File: src/rtl/core/dps_pkg.sv
// Shared types and constants for the display pattern sequencer.
// Used by every module under rtl/core; depends on nothing.
package dps_pkg;

    localparam int MAX_PATTERNS = 16;
    localparam int IDX_W        = 4;
    localparam int CNT_W        = 5;
    localparam int TIME_W       = 32;
    localparam int FRAME_W      = 10;
    localparam int OP_W         = 3;
    localparam int ID_W         = 8;
    localparam int DIV_W        = 8;
    localparam int DIV_CNT_W    = $clog2(DIV_W + 1);
    localparam int CFG_IDX_W    = 2;
    localparam int CFG_DATA_W   = 32;

    localparam logic [CNT_W-1:0]   MAX_COUNT   = CNT_W'(MAX_PATTERNS);
    localparam logic [FRAME_W-1:0] FRAME_RESET = FRAME_W'(33);

    localparam logic [CFG_IDX_W-1:0] CFG_PATTERN_COUNT = 2'd0;
    localparam logic [CFG_IDX_W-1:0] CFG_ROTATE_PERIOD = 2'd1;
    localparam logic [CFG_IDX_W-1:0] CFG_FRAME_PERIOD  = 2'd2;

    typedef enum logic [OP_W-1:0] {
        OP_TICK   = 3'd0,
        OP_NEXT   = 3'd1,
        OP_PREV   = 3'd2,
        OP_SWITCH = 3'd3,
        OP_START  = 3'd4,
        OP_CANCEL = 3'd5
    } op_t;

    typedef struct packed {
        logic capture;
        logic mod_start;
        logic commit;
    } dps_cmd_t;

    typedef struct packed {
        logic need_mod;
        logic mod_done;
        logic out_free;
    } dps_status_t;

endpackage

File: src/rtl/core/dps_mod.sv
// Serial remainder unit: dividend modulo a small divisor, one bit per cycle.
// Depends on dps_pkg.
module dps_mod (
    input  logic                       clk,
    input  logic                       rst_n,
    input  logic                       start,
    input  logic [dps_pkg::DIV_W-1:0]  dividend,
    input  logic [dps_pkg::CNT_W-1:0]  divisor,
    output logic                       done,
    output logic [dps_pkg::CNT_W-1:0]  rem
);

    logic                          busy_reg;
    logic                          busy_next;
    logic                          done_reg;
    logic                          done_next;
    logic [dps_pkg::DIV_CNT_W-1:0] step_reg;
    logic [dps_pkg::DIV_CNT_W-1:0] step_next;
    logic [dps_pkg::DIV_W-1:0]     shift_reg;
    logic [dps_pkg::DIV_W-1:0]     shift_next;
    logic [dps_pkg::CNT_W-1:0]     rem_reg;
    logic [dps_pkg::CNT_W-1:0]     rem_next;
    logic [dps_pkg::CNT_W:0]       trial;
    logic [dps_pkg::CNT_W:0]       divisor_ext;

    assign divisor_ext = {1'b0, divisor};
    assign trial       = {rem_reg, shift_reg[dps_pkg::DIV_W-1]};

    always_comb
    begin
        busy_next  = busy_reg;
        done_next  = 1'b0;
        step_next  = step_reg;
        shift_next = shift_reg;
        rem_next   = rem_reg;
        if (start)
        begin
            busy_next  = 1'b1;
            step_next  = dps_pkg::DIV_CNT_W'(dps_pkg::DIV_W);
            shift_next = dividend;
            rem_next   = '0;
        end
        else if (busy_reg)
        begin
            step_next  = step_reg - dps_pkg::DIV_CNT_W'(1);
            shift_next = {shift_reg[dps_pkg::DIV_W-2:0], 1'b0};
            if (trial >= divisor_ext)
            begin
                rem_next = dps_pkg::CNT_W'(trial - divisor_ext);
            end
            else
            begin
                rem_next = trial[dps_pkg::CNT_W-1:0];
            end
            if (step_reg == dps_pkg::DIV_CNT_W'(1))
            begin
                busy_next = 1'b0;
                done_next = 1'b1;
            end
        end
    end

    always_ff @(posedge clk or negedge rst_n)
    begin
        if (!rst_n)
        begin
            busy_reg <= 1'b0;
            done_reg <= 1'b0;
            step_reg <= '0;
        end
        else
        begin
            busy_reg <= busy_next;
            done_reg <= done_next;
            step_reg <= step_next;
        end
    end

    always_ff @(posedge clk)
    begin
        shift_reg <= shift_next;
        rem_reg   <= rem_next;
    end

    assign done = done_reg;
    assign rem  = rem_reg;

    a_rem_below_divisor: assert property (@(posedge clk) disable iff (!rst_n)
        done_reg |-> (rem_reg < divisor))
        else $error("remainder not below divisor");

endmodule

File: src/rtl/core/dps_datapath.sv
// Datapath: configuration, sequencer state, item latch, decisions and result register.
// Depends on dps_pkg and dps_mod.
module dps_datapath (
    input  logic                            clk,
    input  logic                            rst_n,
    input  dps_pkg::dps_cmd_t               cmd,
    output dps_pkg::dps_status_t            status,
    input  logic                            cfg_write,
    input  logic [dps_pkg::CFG_IDX_W-1:0]   cfg_index,
    input  logic [dps_pkg::CFG_DATA_W-1:0]  cfg_data,
    input  logic [dps_pkg::OP_W-1:0]        opcode,
    input  logic [dps_pkg::TIME_W-1:0]      now_ms,
    input  logic [dps_pkg::DIV_W-1:0]       target_index,
    input  logic [dps_pkg::ID_W-1:0]        override_id,
    input  logic [dps_pkg::TIME_W-1:0]      duration_ms,
    output logic                            out_valid,
    input  logic                            out_ready,
    output logic                            override_active,
    output logic [dps_pkg::IDX_W-1:0]       active_index,
    output logic [dps_pkg::ID_W-1:0]        active_override,
    output logic                            restarted,
    output logic                            updated,
    output logic                            shown
);

    // configuration
    logic [dps_pkg::CNT_W-1:0]   count_reg;
    logic [dps_pkg::TIME_W-1:0]  rotate_reg;
    logic [dps_pkg::FRAME_W-1:0] frame_reg;

    // latched item
    logic [dps_pkg::OP_W-1:0]    op_reg;
    logic [dps_pkg::TIME_W-1:0]  now_reg;
    logic [dps_pkg::DIV_W-1:0]   tgt_reg;
    logic [dps_pkg::ID_W-1:0]    oid_reg;
    logic [dps_pkg::TIME_W-1:0]  dur_reg;

    // sequencer state
    logic                        in_ov_reg,      in_ov_next;
    logic [dps_pkg::IDX_W-1:0]   cur_reg,        cur_next;
    logic [dps_pkg::IDX_W-1:0]   resume_reg,     resume_next;
    logic [dps_pkg::ID_W-1:0]    ovp_reg,        ovp_next;
    logic [dps_pkg::TIME_W-1:0]  deadline_reg,   deadline_next;
    logic [dps_pkg::TIME_W-1:0]  last_sw_reg,    last_sw_next;
    logic [dps_pkg::TIME_W-1:0]  last_show_reg,  last_show_next;

    // result flags
    logic                        out_valid_reg,  out_valid_next;
    logic                        rst_flag_reg,   rst_flag_next;
    logic                        upd_reg,        upd_next;
    logic                        shw_reg,        shw_next;

    logic [dps_pkg::CNT_W-1:0]   eff_cnt;
    logic                        cnt_nz;
    logic [dps_pkg::TIME_W-1:0]  diff_deadline;
    logic                        expired;
    logic                        rot_due;
    logic                        show_due;
    logic                        go;
    logic [dps_pkg::DIV_W-1:0]   dividend;
    logic [dps_pkg::DIV_W-1:0]   cur_ext;
    logic [dps_pkg::TIME_W-1:0]  dur_eff;
    logic                        mod_done;
    logic [dps_pkg::CNT_W-1:0]   mod_rem;

    assign eff_cnt       = (count_reg > dps_pkg::MAX_COUNT) ? dps_pkg::MAX_COUNT : count_reg;
    assign cnt_nz        = (eff_cnt != '0);
    assign diff_deadline = now_reg - deadline_reg;
    assign expired       = ~diff_deadline[dps_pkg::TIME_W-1];
    assign rot_due       = (rotate_reg != '0) && ((now_reg - last_sw_reg) >= rotate_reg);
    assign show_due      = ((now_reg - last_show_reg)
                           >= {{(dps_pkg::TIME_W-dps_pkg::FRAME_W){1'b0}}, frame_reg});
    assign cur_ext       = {{(dps_pkg::DIV_W-dps_pkg::IDX_W){1'b0}}, cur_reg};
    assign dur_eff       = (dur_reg == '0) ? dps_pkg::TIME_W'(1) : dur_reg;

    // whether this item moves the list index, and the value reduced modulo the count
    always_comb
    begin
        go       = 1'b0;
        dividend = cur_ext + dps_pkg::DIV_W'(1);
        unique case (dps_pkg::op_t'(op_reg))
            dps_pkg::OP_TICK:
            begin
                if (in_ov_reg)
                begin
                    go       = expired && cnt_nz;
                    dividend = {{(dps_pkg::DIV_W-dps_pkg::IDX_W){1'b0}}, resume_reg};
                end
                else
                begin
                    go = cnt_nz && rot_due;
                end
            end
            dps_pkg::OP_NEXT:
            begin
                go = cnt_nz;
            end
            dps_pkg::OP_PREV:
            begin
                go       = cnt_nz;
                dividend = cur_ext + {{(dps_pkg::DIV_W-dps_pkg::CNT_W){1'b0}}, eff_cnt}
                           - dps_pkg::DIV_W'(1);
            end
            dps_pkg::OP_SWITCH:
            begin
                go       = cnt_nz;
                dividend = tgt_reg;
            end
            dps_pkg::OP_CANCEL:
            begin
                go       = in_ov_reg && cnt_nz;
                dividend = {{(dps_pkg::DIV_W-dps_pkg::IDX_W){1'b0}}, resume_reg};
            end
            default:
            begin
                go = 1'b0;
            end
        endcase
    end

    dps_mod u_mod (
        .clk      (clk),
        .rst_n    (rst_n),
        .start    (cmd.mod_start),
        .dividend (dividend),
        .divisor  (eff_cnt),
        .done     (mod_done),
        .rem      (mod_rem)
    );

    assign status.need_mod = go;
    assign status.mod_done = mod_done;
    assign status.out_free = !out_valid_reg || out_ready;

    always_comb
    begin
        in_ov_next     = in_ov_reg;
        cur_next       = cur_reg;
        resume_next    = resume_reg;
        ovp_next       = ovp_reg;
        deadline_next  = deadline_reg;
        last_sw_next   = last_sw_reg;
        last_show_next = last_show_reg;
        rst_flag_next  = 1'b0;
        upd_next       = 1'b0;
        shw_next       = 1'b0;
        if (go)
        begin
            cur_next      = mod_rem[dps_pkg::IDX_W-1:0];
            last_sw_next  = now_reg;
            rst_flag_next = 1'b1;
        end
        unique case (dps_pkg::op_t'(op_reg))
            dps_pkg::OP_TICK:
            begin
                if (in_ov_reg || cnt_nz)
                begin
                    if (in_ov_reg && expired)
                    begin
                        in_ov_next = 1'b0;
                        ovp_next   = '0;
                    end
                    else
                    begin
                        upd_next = 1'b1;
                    end
                    if (show_due)
                    begin
                        shw_next       = 1'b1;
                        last_show_next = now_reg;
                    end
                end
            end
            dps_pkg::OP_START:
            begin
                if (!in_ov_reg && cnt_nz)
                begin
                    resume_next = cur_reg;
                end
                ovp_next      = oid_reg;
                in_ov_next    = 1'b1;
                deadline_next = now_reg + dur_eff;
                last_sw_next  = now_reg;
                rst_flag_next = 1'b1;
            end
            dps_pkg::OP_CANCEL:
            begin
                if (in_ov_reg)
                begin
                    in_ov_next = 1'b0;
                    ovp_next   = '0;
                end
            end
            default:
            begin
            end
        endcase
    end

    always_comb
    begin
        out_valid_next = out_valid_reg;
        if (cmd.commit)
        begin
            out_valid_next = 1'b1;
        end
        else if (out_ready)
        begin
            out_valid_next = 1'b0;
        end
    end

    always_ff @(posedge clk or negedge rst_n)
    begin
        if (!rst_n)
        begin
            count_reg     <= '0;
            rotate_reg    <= '0;
            frame_reg     <= dps_pkg::FRAME_RESET;
            in_ov_reg     <= 1'b0;
            cur_reg       <= '0;
            resume_reg    <= '0;
            ovp_reg       <= '0;
            deadline_reg  <= '0;
            last_sw_reg   <= '0;
            last_show_reg <= '0;
            out_valid_reg <= 1'b0;
        end
        else
        begin
            if (cfg_write)
            begin
                unique case (cfg_index)
                    dps_pkg::CFG_PATTERN_COUNT: count_reg  <= cfg_data[dps_pkg::CNT_W-1:0];
                    dps_pkg::CFG_ROTATE_PERIOD: rotate_reg <= cfg_data[dps_pkg::TIME_W-1:0];
                    dps_pkg::CFG_FRAME_PERIOD:  frame_reg  <= cfg_data[dps_pkg::FRAME_W-1:0];
                    default:
                    begin
                    end
                endcase
            end
            if (cmd.commit)
            begin
                in_ov_reg     <= in_ov_next;
                cur_reg       <= cur_next;
                resume_reg    <= resume_next;
                ovp_reg       <= ovp_next;
                deadline_reg  <= deadline_next;
                last_sw_reg   <= last_sw_next;
                last_show_reg <= last_show_next;
            end
            out_valid_reg <= out_valid_next;
        end
    end

    always_ff @(posedge clk)
    begin
        if (cmd.capture)
        begin
            op_reg  <= opcode;
            now_reg <= now_ms;
            tgt_reg <= target_index;
            oid_reg <= override_id;
            dur_reg <= duration_ms;
        end
        if (cmd.commit)
        begin
            rst_flag_reg <= rst_flag_next;
            upd_reg      <= upd_next;
            shw_reg      <= shw_next;
        end
    end

    assign out_valid       = out_valid_reg;
    assign override_active = in_ov_reg;
    assign active_index    = cur_reg;
    assign active_override = ovp_reg;
    assign restarted       = rst_flag_reg;
    assign updated         = upd_reg;
    assign shown           = shw_reg;

    a_override_id_cleared: assert property (@(posedge clk) disable iff (!rst_n)
        !in_ov_reg |-> (ovp_reg == '0))
        else $error("override id left set outside override");

    a_mod_nonzero_divisor: assert property (@(posedge clk) disable iff (!rst_n)
        cmd.mod_start |-> cnt_nz)
        else $error("remainder started with empty list");

    a_no_result_overwrite: assert property (@(posedge clk) disable iff (!rst_n)
        (out_valid_reg && !out_ready) |-> !cmd.commit)
        else $error("pending result overwritten");

endmodule

File: src/rtl/core/dps_ctrl.sv
// Controller state machine: item capture, remainder launch and commit sequencing.
// Depends on dps_pkg.
module dps_ctrl (
    input  logic                  clk,
    input  logic                  rst_n,
    input  logic                  in_valid,
    output logic                  in_ready,
    input  dps_pkg::dps_status_t  status,
    output dps_pkg::dps_cmd_t     cmd
);

    typedef enum logic [3:0] {
        S_IDLE   = 4'b0001,
        S_EVAL   = 4'b0010,
        S_DIV    = 4'b0100,
        S_COMMIT = 4'b1000
    } state_t;

    state_t state_reg;
    state_t state_next;

    always_comb
    begin
        state_next = state_reg;
        cmd        = '0;
        unique case (state_reg)
            S_IDLE:
            begin
                if (in_valid)
                begin
                    cmd.capture = 1'b1;
                    state_next  = S_EVAL;
                end
            end
            S_EVAL:
            begin
                if (status.need_mod)
                begin
                    cmd.mod_start = 1'b1;
                    state_next    = S_DIV;
                end
                else
                begin
                    state_next = S_COMMIT;
                end
            end
            S_DIV:
            begin
                if (status.mod_done)
                begin
                    state_next = S_COMMIT;
                end
            end
            S_COMMIT:
            begin
                if (status.out_free)
                begin
                    cmd.commit = 1'b1;
                    state_next = S_IDLE;
                end
            end
            default:
            begin
                state_next = S_IDLE;
            end
        endcase
    end

    always_ff @(posedge clk or negedge rst_n)
    begin
        if (!rst_n)
        begin
            state_reg <= S_IDLE;
        end
        else
        begin
            state_reg <= state_next;
        end
    end

    assign in_ready = (state_reg == S_IDLE);

    a_done_only_in_div: assert property (@(posedge clk) disable iff (!rst_n)
        status.mod_done |-> (state_reg == S_DIV))
        else $error("remainder done outside wait state");

endmodule

File: src/rtl/core/display_pattern_sequencer.sv
// Display pattern sequencer: picks the active list pattern or timed override per opcode
// item. An item is captured, evaluated and committed to the result register; when the list
// index is recomputed, the 8-step serial remainder unit reduces it modulo the pattern count
// before the commit. The result sits in an output register, so a new item is taken while
// it waits. No clearing pass after reset. Depends on dps_pkg, dps_ctrl and dps_datapath.
module display_pattern_sequencer (
    input  logic                            clk,
    input  logic                            rst_n,
    input  logic                            cfg_write,
    input  logic [dps_pkg::CFG_IDX_W-1:0]   cfg_index,
    input  logic [dps_pkg::CFG_DATA_W-1:0]  cfg_data,
    input  logic                            in_valid,
    output logic                            in_ready,
    input  logic [dps_pkg::OP_W-1:0]        opcode,
    input  logic [dps_pkg::TIME_W-1:0]      now_ms,
    input  logic [dps_pkg::DIV_W-1:0]       target_index,
    input  logic [dps_pkg::ID_W-1:0]        override_id,
    input  logic [dps_pkg::TIME_W-1:0]      duration_ms,
    output logic                            out_valid,
    input  logic                            out_ready,
    output logic                            override_active,
    output logic [dps_pkg::IDX_W-1:0]       active_index,
    output logic [dps_pkg::ID_W-1:0]        active_override,
    output logic                            restarted,
    output logic                            updated,
    output logic                            shown
);

    dps_pkg::dps_cmd_t    cmd;
    dps_pkg::dps_status_t status;

    dps_ctrl u_ctrl (
        .clk      (clk),
        .rst_n    (rst_n),
        .in_valid (in_valid),
        .in_ready (in_ready),
        .status   (status),
        .cmd      (cmd)
    );

    dps_datapath u_datapath (
        .clk             (clk),
        .rst_n           (rst_n),
        .cmd             (cmd),
        .status          (status),
        .cfg_write       (cfg_write),
        .cfg_index       (cfg_index),
        .cfg_data        (cfg_data),
        .opcode          (opcode),
        .now_ms          (now_ms),
        .target_index    (target_index),
        .override_id     (override_id),
        .duration_ms     (duration_ms),
        .out_valid       (out_valid),
        .out_ready       (out_ready),
        .override_active (override_active),
        .active_index    (active_index),
        .active_override (active_override),
        .restarted       (restarted),
        .updated         (updated),
        .shown           (shown)
    );

endmodule
File: config.mk
export PLATFORM = sky130hd
export DESIGN_NAME = display_pattern_sequencer
export DESIGN_NICKNAME = d
export VERILOG_FILES = /design/src/rtl/core/dps_pkg.sv /design/src/rtl/core/dps_mod.sv /design/src/rtl/core/dps_datapath.sv /design/src/rtl/core/dps_ctrl.sv /design/src/rtl/core/display_pattern_sequencer.sv
export SDC_FILE = /design/constraint.sdc
export NUM_CORES = 1
export LEC_CHECK = 0
export ABC_AREA = 1
export BUFFER_PORTS_ARGS = -buffer_cell sky130_fd_sc_hd__buf_2
export CAP_MARGIN = 20
export CORE_UTILIZATION = 25
export CTS_BUF_LIST = sky130_fd_sc_hd__clkbuf_8
export CTS_CLUSTER_SIZE = 8
export DETAILED_ROUTE_END_ITERATION = 7
export PLACE_DENSITY = 0.51
export SLEW_MARGIN = 15
export SYNTH_ARGS = -nofsm -noshare
export SYNTH_HDL_FRONTEND = slang
export SYNTH_SLANG_ARGS = --single-unit
File: constraint.sdc
create_clock -name clk -period 28.9 [get_ports clk]
set_input_delay 5.78 -clock clk [delete_from_list [all_inputs] [get_ports clk]]
set_output_delay 5.78 -clock clk [all_outputs]
set_load 0.02 [all_outputs]
==> results of run 1 <==
## how the worst max path moves through the flow
stage	from	endpoint	slack [ns]	depth (start not counted)
2_1_floorplan	in_valid	u_datapath.dur_reg[0]$_DFFE_PP_	14.54	2
3_3_place_gp	out_ready	u_datapath.last_show_reg[11]$_DFFE_PN0P_	20.84	9
3_5_place_dp	out_ready	u_datapath.last_show_reg[13]$_DFFE_PN0P_	20.81	9
4_1_cts	u_ctrl.state_reg[0]$_DFFE_PN1P_	in_ready	21.25	3
5_1_grt	u_ctrl.state_reg[0]$_DFFE_PN1P_	in_ready	21.20	3
6_report	u_ctrl.state_reg[0]$_DFFE_PN1P_	in_ready	21.32	3
## routing by layer
layer  vias up  GRT usage  part of all wire
met5         -          0                 0
met4         0     0.0359             0.019
met3        69     0.0204             0.036
met2       252      0.237              0.46
met1      7290      0.197              0.49
li1       8236          -                 -
## kinds of logic (layout without fill, tap and decap cells)
family / Yosys count / after routing / share of synthesized area
adder cells (fa/ha/maj): 183 / 183 / 0.126
AND/OR/NAND/NOR: 1069 / 1069 / 0.245
flip-flops: 270 / 270 / 0.391
buffers and inverters: 455 / 638 / 0.0945
other: 0 / 1 / 0
XOR/XNOR: 65 / 65 / 0.0309
AO/OA/AOI/OAI: 374 / 374 / 0.110
multiplexers: 2 / 2 / 0.00122
## area by class of cell
type,count,area [µm²],share of cell area
clock buffers,62,853,0.0403
flip-flops and latches,270,7210,0.340
inverters,383,1440,0.0679
well taps,959,1200,0.0566
repair buffers,157,837,0.0395
multi-input cells,1693,9480,0.448
clock inverters,36,165,0.00780
diodes,1,2.50,0.000118
## Yosys cell counts, types with 2 or more instances
cell | count | area share
buf_2 | 8 | 0.0022
ha_1 | 178 | 0.12
xor2_1 | 51 | 0.024
o31ai_1 | 2 | 0.00082
nand4_1 | 58 | 0.020
nand2_1 | 646 | 0.13
buf_6 | 3 | 0.0018
nand3_1 | 136 | 0.037
xnor2_1 | 14 | 0.0067
a211oi_1 | 4 | 0.0016
a21o_1 | 4 | 0.0016
nor3b_1 | 2 | 0.00082
fa_1 | 5 | 0.0054
mux2_2 | 2 | 0.0012
o21ai_0 | 141 | 0.038
dfxtp_1 | 5 | 0.0054
o21a_1 | 7 | 0.0029
a31oi_1 | 7 | 0.0024
inv_1 | 378 | 0.077
clkbuf_1 | 60 | 0.012
clkinv_1 | 3 | 0.00061
nor3_1 | 21 | 0.0057
edfxtp_1 | 94 | 0.15
nor4_1 | 26 | 0.0088
or2_2 | 10 | 0.0034
o21bai_1 | 9 | 0.0037
o211ai_1 | 9 | 0.0037
a22oi_1 | 2 | 0.00082
nand3b_1 | 5 | 0.0020
nor2_2 | 3 | 0.0010
a21oi_1 | 173 | 0.047
a21boi_0 | 5 | 0.0020
nor2_1 | 156 | 0.032
a221oi_1 | 6 | 0.0029
dfstp_2 | 3 | 0.0043
dfrtp_1 | 168 | 0.23
inv_2 | 2 | 0.00041
## metrics by stage
stage,worst slack [ns],cells
after floorplan,14.54,2418
after global placement,20.84,3462
after detailed placement,20.81,3462
after CTS,21.25,3560
after global routing,21.20,3561
final,21.32,3561
## critical path: stages (launching register included)
cell and delay [ns]:
dfstp_2 0.54, inv_1 0.08, nor3_1 0.31, buf_2 0.23
## power by group
part	internal [mW]	total, mW	switching [mW]
logic	0.433	1.19	0.759
registers	0.526	0.620	0.0937
clock network	0.195	0.373	0.177
total	1.15	2.18	1.03
==> flow_metrics.tcl, run 1 <==
set metrics [dict create \
    skew_ns 0.0427 \
    worst_pin_slew_ns 1.03 \
    whs_path_depth 2 \
    ys_seq_area_frac 0.391 \
    clk_pin_slew_worst_paths_ns 0.06 \
    vias_per_cell 4.45 \
    final_common_cell "nand2_1" \
    ctsResizeCount 0 \
    synth_flop_cell "dfrtp_1" \
    hold_buffers 0 \
    rrSetupSlack_ns 23.08 \
    drive_gt1_frac 0.100 \
    drt_iter0_markers 763 \
    coreArea_mm2 0.0730 \
    finalWirelength_um 53200 \
    post_cts_buffers 0 \
    critPathRequiredTime_ns 23.12 \
    reg2regPathDepth 27 \
    holdCritPathClass "reg2reg" \
    min_period_over_period 0.262 \
    ir_worst_vdd_mv 0.0373 \
    cp.arrival_ns 1.80 \
    die_h_um 273 \
    initial_core_util 0.252 \
    r2r_end "u_datapath.u_mod.shift_reg[1]$_DFFE_PP_" \
    area_growth_pct 15.1 \
    yosys_warnings 0 \
    gp_congestion 0.889 \
    track_usage 0.144 \
    row_count 99 \
    hp-start "u_datapath.oid_reg[1]$_DFFE_PP_" \
    cts_made_buffers 52 \
    drv_slew 0 \
    critical_path.endpoint_type "output port" \
    synth_cell_types 49 \
    p_leak_nw 10.6 \
    insertion_delay_ns 0.66 \
    htree_levels 2 \
    relSlewSlack 0.310 \
    cts_tree "done" \
    synth_area_mm2 0.0184 \
    dr_total_vias 15800 \
    min_period_ns 7.58 \
    post_dp_cell_area_mm2 0.0202 \
    syn_nets 2723 \
    power_density_mw_per_mm2 103 \
    fillerInstances 7928 \
    overflow 0 \
    hold_viol_final 0 \
    async_flop_share 0.633 \
    wl_per_cell_um 14.9 \
    maxCapViolations 0 \
    cts_buffer_depth 3 \
    status "finished clean" \
    synthCells 2418 \
    total_power_mw 2.18 \
    holdPathEnd "u_datapath.active_override[1]$_DFFE_PN0P_" \
    synth_area_per_cell_um2 7.61 \
    die_area_mm2 0.0747 \
    final_core_util 0.290 \
    drt-pass1-iter-count 5 \
    ant_nets 0 \
    crit_type "reg2out" \
    pin_count 140 \
    synth-seq-cells 270 \
    synth_edf_count 94 \
    antenna_found_initial 1 \
    grt_pass1_wl_um 84900 \
    die_w_um 273 \
    dp_hpwl_um 42000 \
    r2r_start "u_datapath.now_reg[2]$_DFFE_PP_" \
    clock_sinks 270 \
    rsz0062_at_grt "false" \
    mostFrequentLayoutCells "646 x nand2_1, 399 x inv_1, 178 x ha_1" \
    first_global_vias 15500 \
    fmax_ghz 0.132 \
    crit_fanout 4 \
    start_kind "flip-flop" \
    nNetsFinal 2862 \
    drcViolationCount 0 \
    final_cell_area_mm2 0.0212 \
    fin_tns_setup_ns 0 \
    setup_viol_count_final 0 \
    io_buffers 139 \
    whs_ns 0.454 \
    grt_max_degree 101 \
    cts_root_buffer "clkbuf_8" \
]
Power figures use the tool's default switching activity.
==> inputs of run 2 (changes only) <==
ABC_AREA = 0   (was 1)
clock period = 7 ns   (was 28.9 ns; I/O delays follow)
==> run 2 against run 1 <==
Against the previous run: design area down 3.2%; core utilization rose by 0.64 points; non-clock buffer count is 8 higher; clock skew down 0.0021 ns; clock-buffer cell count is 7 lower; sequential share of layout area grew 1.1 points; sequential power rose to 3.9 times the previous value; critical endpoint is now u_datapath.u_mod.shift_reg[6]$_DFFE_PP_; highest routed layer unchanged.
==> flow_metrics.tcl, run 2 <==
set metrics [dict create \
    status "finished clean" \
    grt_pass1_wl_um 78400 \
    clk_pin_slew_worst_paths_ns 0.06 \
    p_leak_nw 9.27 \
    grt_max_degree 102 \
    synth-seq-cells 270 \
    drive_gt1_frac 0.180 \
    setup_viol_count_final 0 \
    dp_hpwl_um 38600 \
    initial_core_util 0.255 \
    ant_nets 0 \
    hp-start "u_datapath.oid_reg[5]$_DFFE_PP_" \
    final_cell_area_mm2 0.0205 \
    cp.arrival_ns 6.81 \
    synthCells 1799 \
    worst_pin_slew_ns 1.04 \
    drt_iter0_markers 686 \
    ys_seq_area_frac 0.409 \
    min_period_ns 6.51 \
    nNetsFinal 2248 \
    vias_per_cell 4.68 \
    critical_path.endpoint_type "flip-flop" \
    fillerInstances 7255 \
    overflow 0 \
    gr-usage-met3 0.0211 \
    r2r_start "u_datapath.now_reg[5]$_DFFE_PP_" \
    hold_viol_final 0 \
    synth_area_leaders "dfrtp_1 24%, edfxtp_1 16%, ha_1 13%" \
    final_common_cell "inv_1" \
    drt-pass1-iter-count 5 \
    crit_fanout 9 \
    gp_congestion 0.870 \
    finalWirelength_um 50100 \
    cts_tree "done" \
    async_flop_share 0.633 \
    maxCapViolations 0 \
    synth_area_per_cell_um2 9.78 \
    synth_flop_cell "dfrtp_1" \
    critical_path.slowest_cell "a221oi_4" \
    crit_type "reg2reg" \
    yosys_warnings 0 \
    pin_count 140 \
    syn_nets 2104 \
    fin_tns_setup_ns 0 \
    drv_slew 0 \
    path_common_cell "ha_1" \
    relSlewSlack 0.306 \
    wl_per_cell_um 17.2 \
    post_dp_cell_area_mm2 0.0193 \
    met2_usage 0.227 \
    holdCritPathClass "reg2reg" \
    synth_area_leader_cell "dfrtp_1" \
    drcViolationCount 0 \
    ir_worst_vdd_mv 0.153 \
    final_core_util 0.297 \
    antenna_found_initial 1 \
    insertion_delay_ns 0.65 \
    whs_ns 0.468 \
    clock_sinks 270 \
    die_w_um 267 \
    area_growth_pct 16.5 \
    dr_total_vias 13700 \
    fin_cells 2918 \
    synth_area_mm2 0.0176 \
    die_area_mm2 0.0715 \
    grt_use_met1 0.195 \
    critical_path.cell_chain "ha_1 > o21ai_0 > nor2b_1 > nor2_1 > a211o_1 > a2111oi_0 > buf_4 > o31ai_1 > a31oi_1 > o21bai_1 > a21o_1 > xor2_1 > ha_1 > nand3_1 > nor3_1 > or4b_1 > a31o_2 > o211ai_1 > a211oi_1 > a221oi_4 > nand3_4 > nand2b_1" \
    top_usage_layer "met2" \
    skew_ns 0.0406 \
    rsz0062_at_grt "false" \
    critPathRequiredTime_ns 7.30 \
    hold_buffers 0 \
    multi_input_area_mm2 0.00942 \
    coreArea_mm2 0.0691 \
    io_buffers 139 \
    final-seq-area_mm2 0.00721 \
    synth_commonest_cells "179 x inv_1, 178 x ha_1, 168 x dfrtp_1, 152 x nand2_1, 126 x o21ai_0" \
    mostFrequentLayoutCells "191 x inv_1, 178 x ha_1, 168 x dfrtp_1" \
    synth_edf_count 94 \
    start_kind "flip-flop" \
    cts_made_buffers 52 \
    die_h_um 267 \
    min_period_over_period 0.929 \
    htree_levels 2 \
    ctsResizeCount 0 \
    first_global_vias 13900 \
    synth_top_area_frac 0.239 \
    synth.most_common_cell "inv_1" \
    cts_root_buffer "clkbuf_8" \
    cts_buffer_depth 3 \
    placed_cells_incl_taps 2816 \
    startpoint "u_datapath.now_reg[5]$_DFFE_PP_" \
    cpPeakStageDelay_ns 0.51 \
    track_usage 0.142 \
    synth_cell_types 82 \
    power_density_mw_per_mm2 416 \
    row_count 96 \
    fmax_ghz 0.154 \
]
[run 2: cell types whose count changed in the layout (fill, tap and decap cells not counted), moves of 36 or more]
cell     before  now
a21o_1        4   59
a21oi_1     173  109
inv_1       399  191
mux2_2        2   86
nand2_1     646  152
nand3_1     135   37
nand4_1      58   22
nor2_1      154   76
[run 2: where the power goes]
group / switching [mW] / internal (mW) / total, mW
Sequential: 0.336 / 2.11 / 2.44
Combinational: 2.53 / 1.85 / 4.38
Clock: 0.738 / 0.956 / 1.69
[run 2: repair_timing]
item / 4_1_cts / 5_1_grt
endpoints found under the setup margin: 0 / 8
hold endpoints to repair: 0 / 0
setup buffers: 0 / 3
[run 2: cells by family (layout without fill, tap and decap cells)]
logic type,Yosys count,in the layout,share of synthesized area
flops,270,270,0.409
other cells,0,1,0
xor+xnor,81,81,0.0403
simple gates,444,444,0.126
mux,100,100,0.0636
fa+ha+maj,183,183,0.132
buf+inv,254,441,0.0560
compound gates,467,467,0.173
[run 2: through the flow]
step | setup slack [ns] | total power, mW
2_1_floorplan | 1.17 | 5.60
3_3_place_gp | 0.568 | 6.72
3_5_place_dp | 0.466 | 6.82
4_1_cts | 0.426 | 8.59
5_1_grt | 0.0618 | 9.28
6_report | 0.494 | 8.52
[run 2: path summary, 6_finish.rpt]
check,depth (start not counted),slack [ns],to
min in group asynchronous,1,0.62,u_datapath.last_sw_reg[1]$_DFFE_PN0P_
hold reg to reg,1,0.47,u_datapath.active_override[5]$_DFFE_PN0P_
setup reg to reg,22,0.49,u_datapath.u_mod.shift_reg[6]$_DFFE_PP_
setup / recovery,22,0.49,u_datapath.u_mod.shift_reg[6]$_DFFE_PP_
max in group asynchronous,2,5.13,u_datapath.active_override[0]$_DFFE_PN0P_
hold / removal,1,0.47,u_datapath.active_override[5]$_DFFE_PN0P_
[run 2: final cells by class]
class | instances | share of cell area
clock buffer | 55 | 0.0369
tap | 931 | 0.0568
clock inverter | 42 | 0.0170
inverter | 179 | 0.0328
sequential | 270 | 0.352
antenna | 1 | 0.000122
multi-input combinational | 1275 | 0.460
timing repair buffer | 165 | 0.0453
[run 2: metal layers]
metal	vias to the layer above	share of wire	wire length [µm]
met5	-	0	0
met4	0	0.022	1120
met3	74	0.041	2070
met2	266	0.45	22500
met1	6545	0.49	24300
li1	6770	-	-
[run 2: worst max-delay path, delay by kind of cell (launching register included)]
family,cells,cell delay (ns)
buffers and inverters,1,0.19
AO/OA/AOI/OAI,11,2.93
AND/OR/NAND/NOR,7,1.71
adder cells (fa/ha/maj),2,0.69
XOR/XNOR,1,0.14
flip-flops,1,0.50
==> inputs of run 3 (changes only) <==
==> constraint.sdc (replaced) <==
create_clock -name clk -period 7 [get_ports clk]
set_input_delay 0.35 -clock clk [delete_from_list [all_inputs] [get_ports clk]]
set_output_delay 0.35 -clock clk [all_outputs]
set_load 0.02 [all_outputs]
==> run 3 against run 2 <==
Against the previous run: sequential power about the same; combinational power rose by 0.9%; global-route usage up 0.12 points; design area increased by 5.2%; wire length is 0.90% higher; critical path depth grew 1; critical path type unchanged.
==> flow_metrics.tcl, run 3 (synthesis gave the netlist of run 2 again) <==
set metrics [dict create \
    cp.arrival_ns 6.93 \
    vias_per_cell 4.62 \
    cts_buffer_depth 3 \
    path_common_cell "ha_1" \
    setup_viol_count_final 0 \
    holdPathEnd "u_datapath.frame_reg[2]$_DFFE_PN0P_" \
    reg2regPathDepth 23 \
    die_area_mm2 0.0715 \
    cpPeakStageDelay_ns 0.50 \
    nNetsFinal 2361 \
    die_h_um 267 \
    fillerInstances 7177 \
    cts_tree "done" \
    total_power_mw 8.42 \
    mostFrequentLayoutCells "199 x inv_1, 178 x ha_1, 168 x dfrtp_1" \
    insertion_delay_ns 0.63 \
    drt_iter0_markers 730 \
    io_buffers 139 \
    clock_sinks 270 \
    drive_gt1_frac 0.166 \
    worst_pin_slew_ns 1.01 \
    critPathRequiredTime_ns 7.51 \
    cts_made_buffers 52 \
    initial_core_util 0.255 \
    drcViolationCount 0 \
    relSlewSlack 0.324 \
    critical_path.endpoint_type "flip-flop" \
    htree_levels 2 \
    crit_family "compound AO/OA/AOI/OAI gates" \
    min_period_over_period 0.917 \
    whs_path_depth 2 \
    final_common_cell "inv_1" \
    r2r_start "u_datapath.now_reg[5]$_DFFE_PP_" \
    wl_per_cell_um 16.7 \
    grt_max_degree 66 \
    start_kind "flip-flop" \
    hp-start "cfg_data[2]" \
    status "finished clean" \
    min_period_ns 6.42 \
    pin_count 140 \
    track_usage 0.143 \
    critPathBufInv 2 \
    ir_worst_vdd_mv 0.167 \
    ctsResizeCount 0 \
    r2r_end "u_datapath.active_index[1]$_DFFE_PN0P_" \
    critical_path.slowest_cell "edfxtp_1" \
    p_leak_nw 9.73 \
    crit_fanout 6 \
    coreArea_mm2 0.0691 \
    finalWirelength_um 50500 \
    die_w_um 267 \
    grt_pass1_wl_um 79500 \
    row_count 96 \
    clk_pin_slew_worst_paths_ns 0.06 \
    overflow 0 \
    drv_slew 0 \
    hold_viol_final 0 \
    dr_total_vias 14000 \
    first_global_vias 14400 \
    gp_congestion 0.852 \
    crit_type "reg2reg" \
    holdCritPathClass "in2reg" \
    skew_ns 0.0201 \
    dp_hpwl_um 39000 \
    cts_root_buffer "clkbuf_8" \
    area_growth_pct 22.5 \
    ant_nets 0 \
    rsz0062_at_grt "false" \
    rrSetupSlack_ns 0.58 \
    antenna_found_initial 2 \
    power_density_mw_per_mm2 390 \
    drt-pass1-iter-count 5 \
    fmax_ghz 0.156 \
    maxCapViolations 0 \
    fin_tns_setup_ns 0 \
    critical_path.cell_chain "ha_1 > o21ai_0 > nor2b_1 > nor2_1 > a211o_1 > a2111oi_0 > buf_4 > o31ai_1 > a31oi_1 > o21bai_1 > a21o_1 > xor2_1 > ha_1 > nand3_1 > nor3_1 > or4b_1 > a31o_2 > o211ai_1 > a211oi_1 > a221oi_4 > buf_12 > and2_0 > mux2_2" \
]
-- run 3: metrics by stage --
step / worst slack, ns / hold WS [ns] / std cells / area, µm² / util
after floorplan: 1.17 / 0.0544 / 1799 / 17600 / -
after global placement: 0.573 / 0.375 / 2817 / 19300 / 0.280
after detailed placement: 0.432 / 0.373 / 2817 / 19300 / 0.280
after CTS: 0.447 / 0.00147 / 3028 / 21500 / 0.312
after global routing: 0.131 / 0.0223 / 3031 / 21600 / 0.312
final: 0.579 / 0.0574 / 3031 / 21600 / 0.312
-- run 3: worst max path at each step --
stage                                    startpoint                                          end  slack [ns]  cells after the start
finish              u_datapath.now_reg[5]$_DFFE_PP_       u_datapath.active_index[1]$_DFFE_PN0P_        0.58                     23
detailed placement  u_datapath.now_reg[5]$_DFFE_PP_      u_datapath.u_mod.shift_reg[4]$_DFFE_PP_        0.43                     22
CTS                 u_datapath.now_reg[5]$_DFFE_PP_      u_datapath.u_mod.shift_reg[4]$_DFFE_PP_        0.45                     22
floorplan           u_datapath.now_reg[1]$_DFFE_PP_  u_datapath.u_mod.shift_reg[0]$_SDFFCE_PP0P_        1.17                     22
global placement    u_datapath.now_reg[5]$_DFFE_PP_      u_datapath.u_mod.shift_reg[3]$_DFFE_PP_        0.57                     22
global route        u_datapath.now_reg[5]$_DFFE_PP_      u_datapath.u_mod.shift_reg[6]$_DFFE_PP_        0.13                     22
-- run 3: cell type report --
| class | instances | area, µm² | area share |
|---|---|---|---|
| Inverter | 179 | 672 | 0.0312 |
| Antenna cell | 1 | 2.50 | 0.000116 |
| Timing Repair Buffer | 278 | 2060 | 0.0954 |
| Sequential cell | 270 | 7210 | 0.334 |
| Multi-Input combinational cell | 1275 | 9420 | 0.437 |
| Clock inverter | 34 | 170 | 0.00789 |
| Clock buffer | 63 | 867 | 0.0402 |
| Tap cell | 931 | 1160 | 0.0540 |
-- run 3: per-layer routing --
| metal | share of wire | track usage | vias to the layer above |
|---|---|---|---|
| li1 | - | - | 6993 |
| met1 | 0.50 | 0.197 | 6703 |
| met2 | 0.44 | 0.228 | 249 |
| met3 | 0.040 | 0.0241 | 65 |
| met4 | 0.021 | 0.0395 | 0 |
| met5 | 0 | 0 | - |
-- run 3: timing repair --
item / 4_1_cts / 5_1_grt
hold buffers: 114 / 0
endpoints found under the setup margin: 0 / 8
setup buffers: 0 / 2
hold endpoints to repair: 170 / 0
-- run 3: power breakdown --
group	total, mW	switching (mW)	internal [mW]	leakage (nW)
combinational	4.42	2.53	1.89	6.07
clock	1.56	0.707	0.849	0.610
sequential	2.44	0.333	2.11	3.05
total	8.42	3.57	4.84	9.73
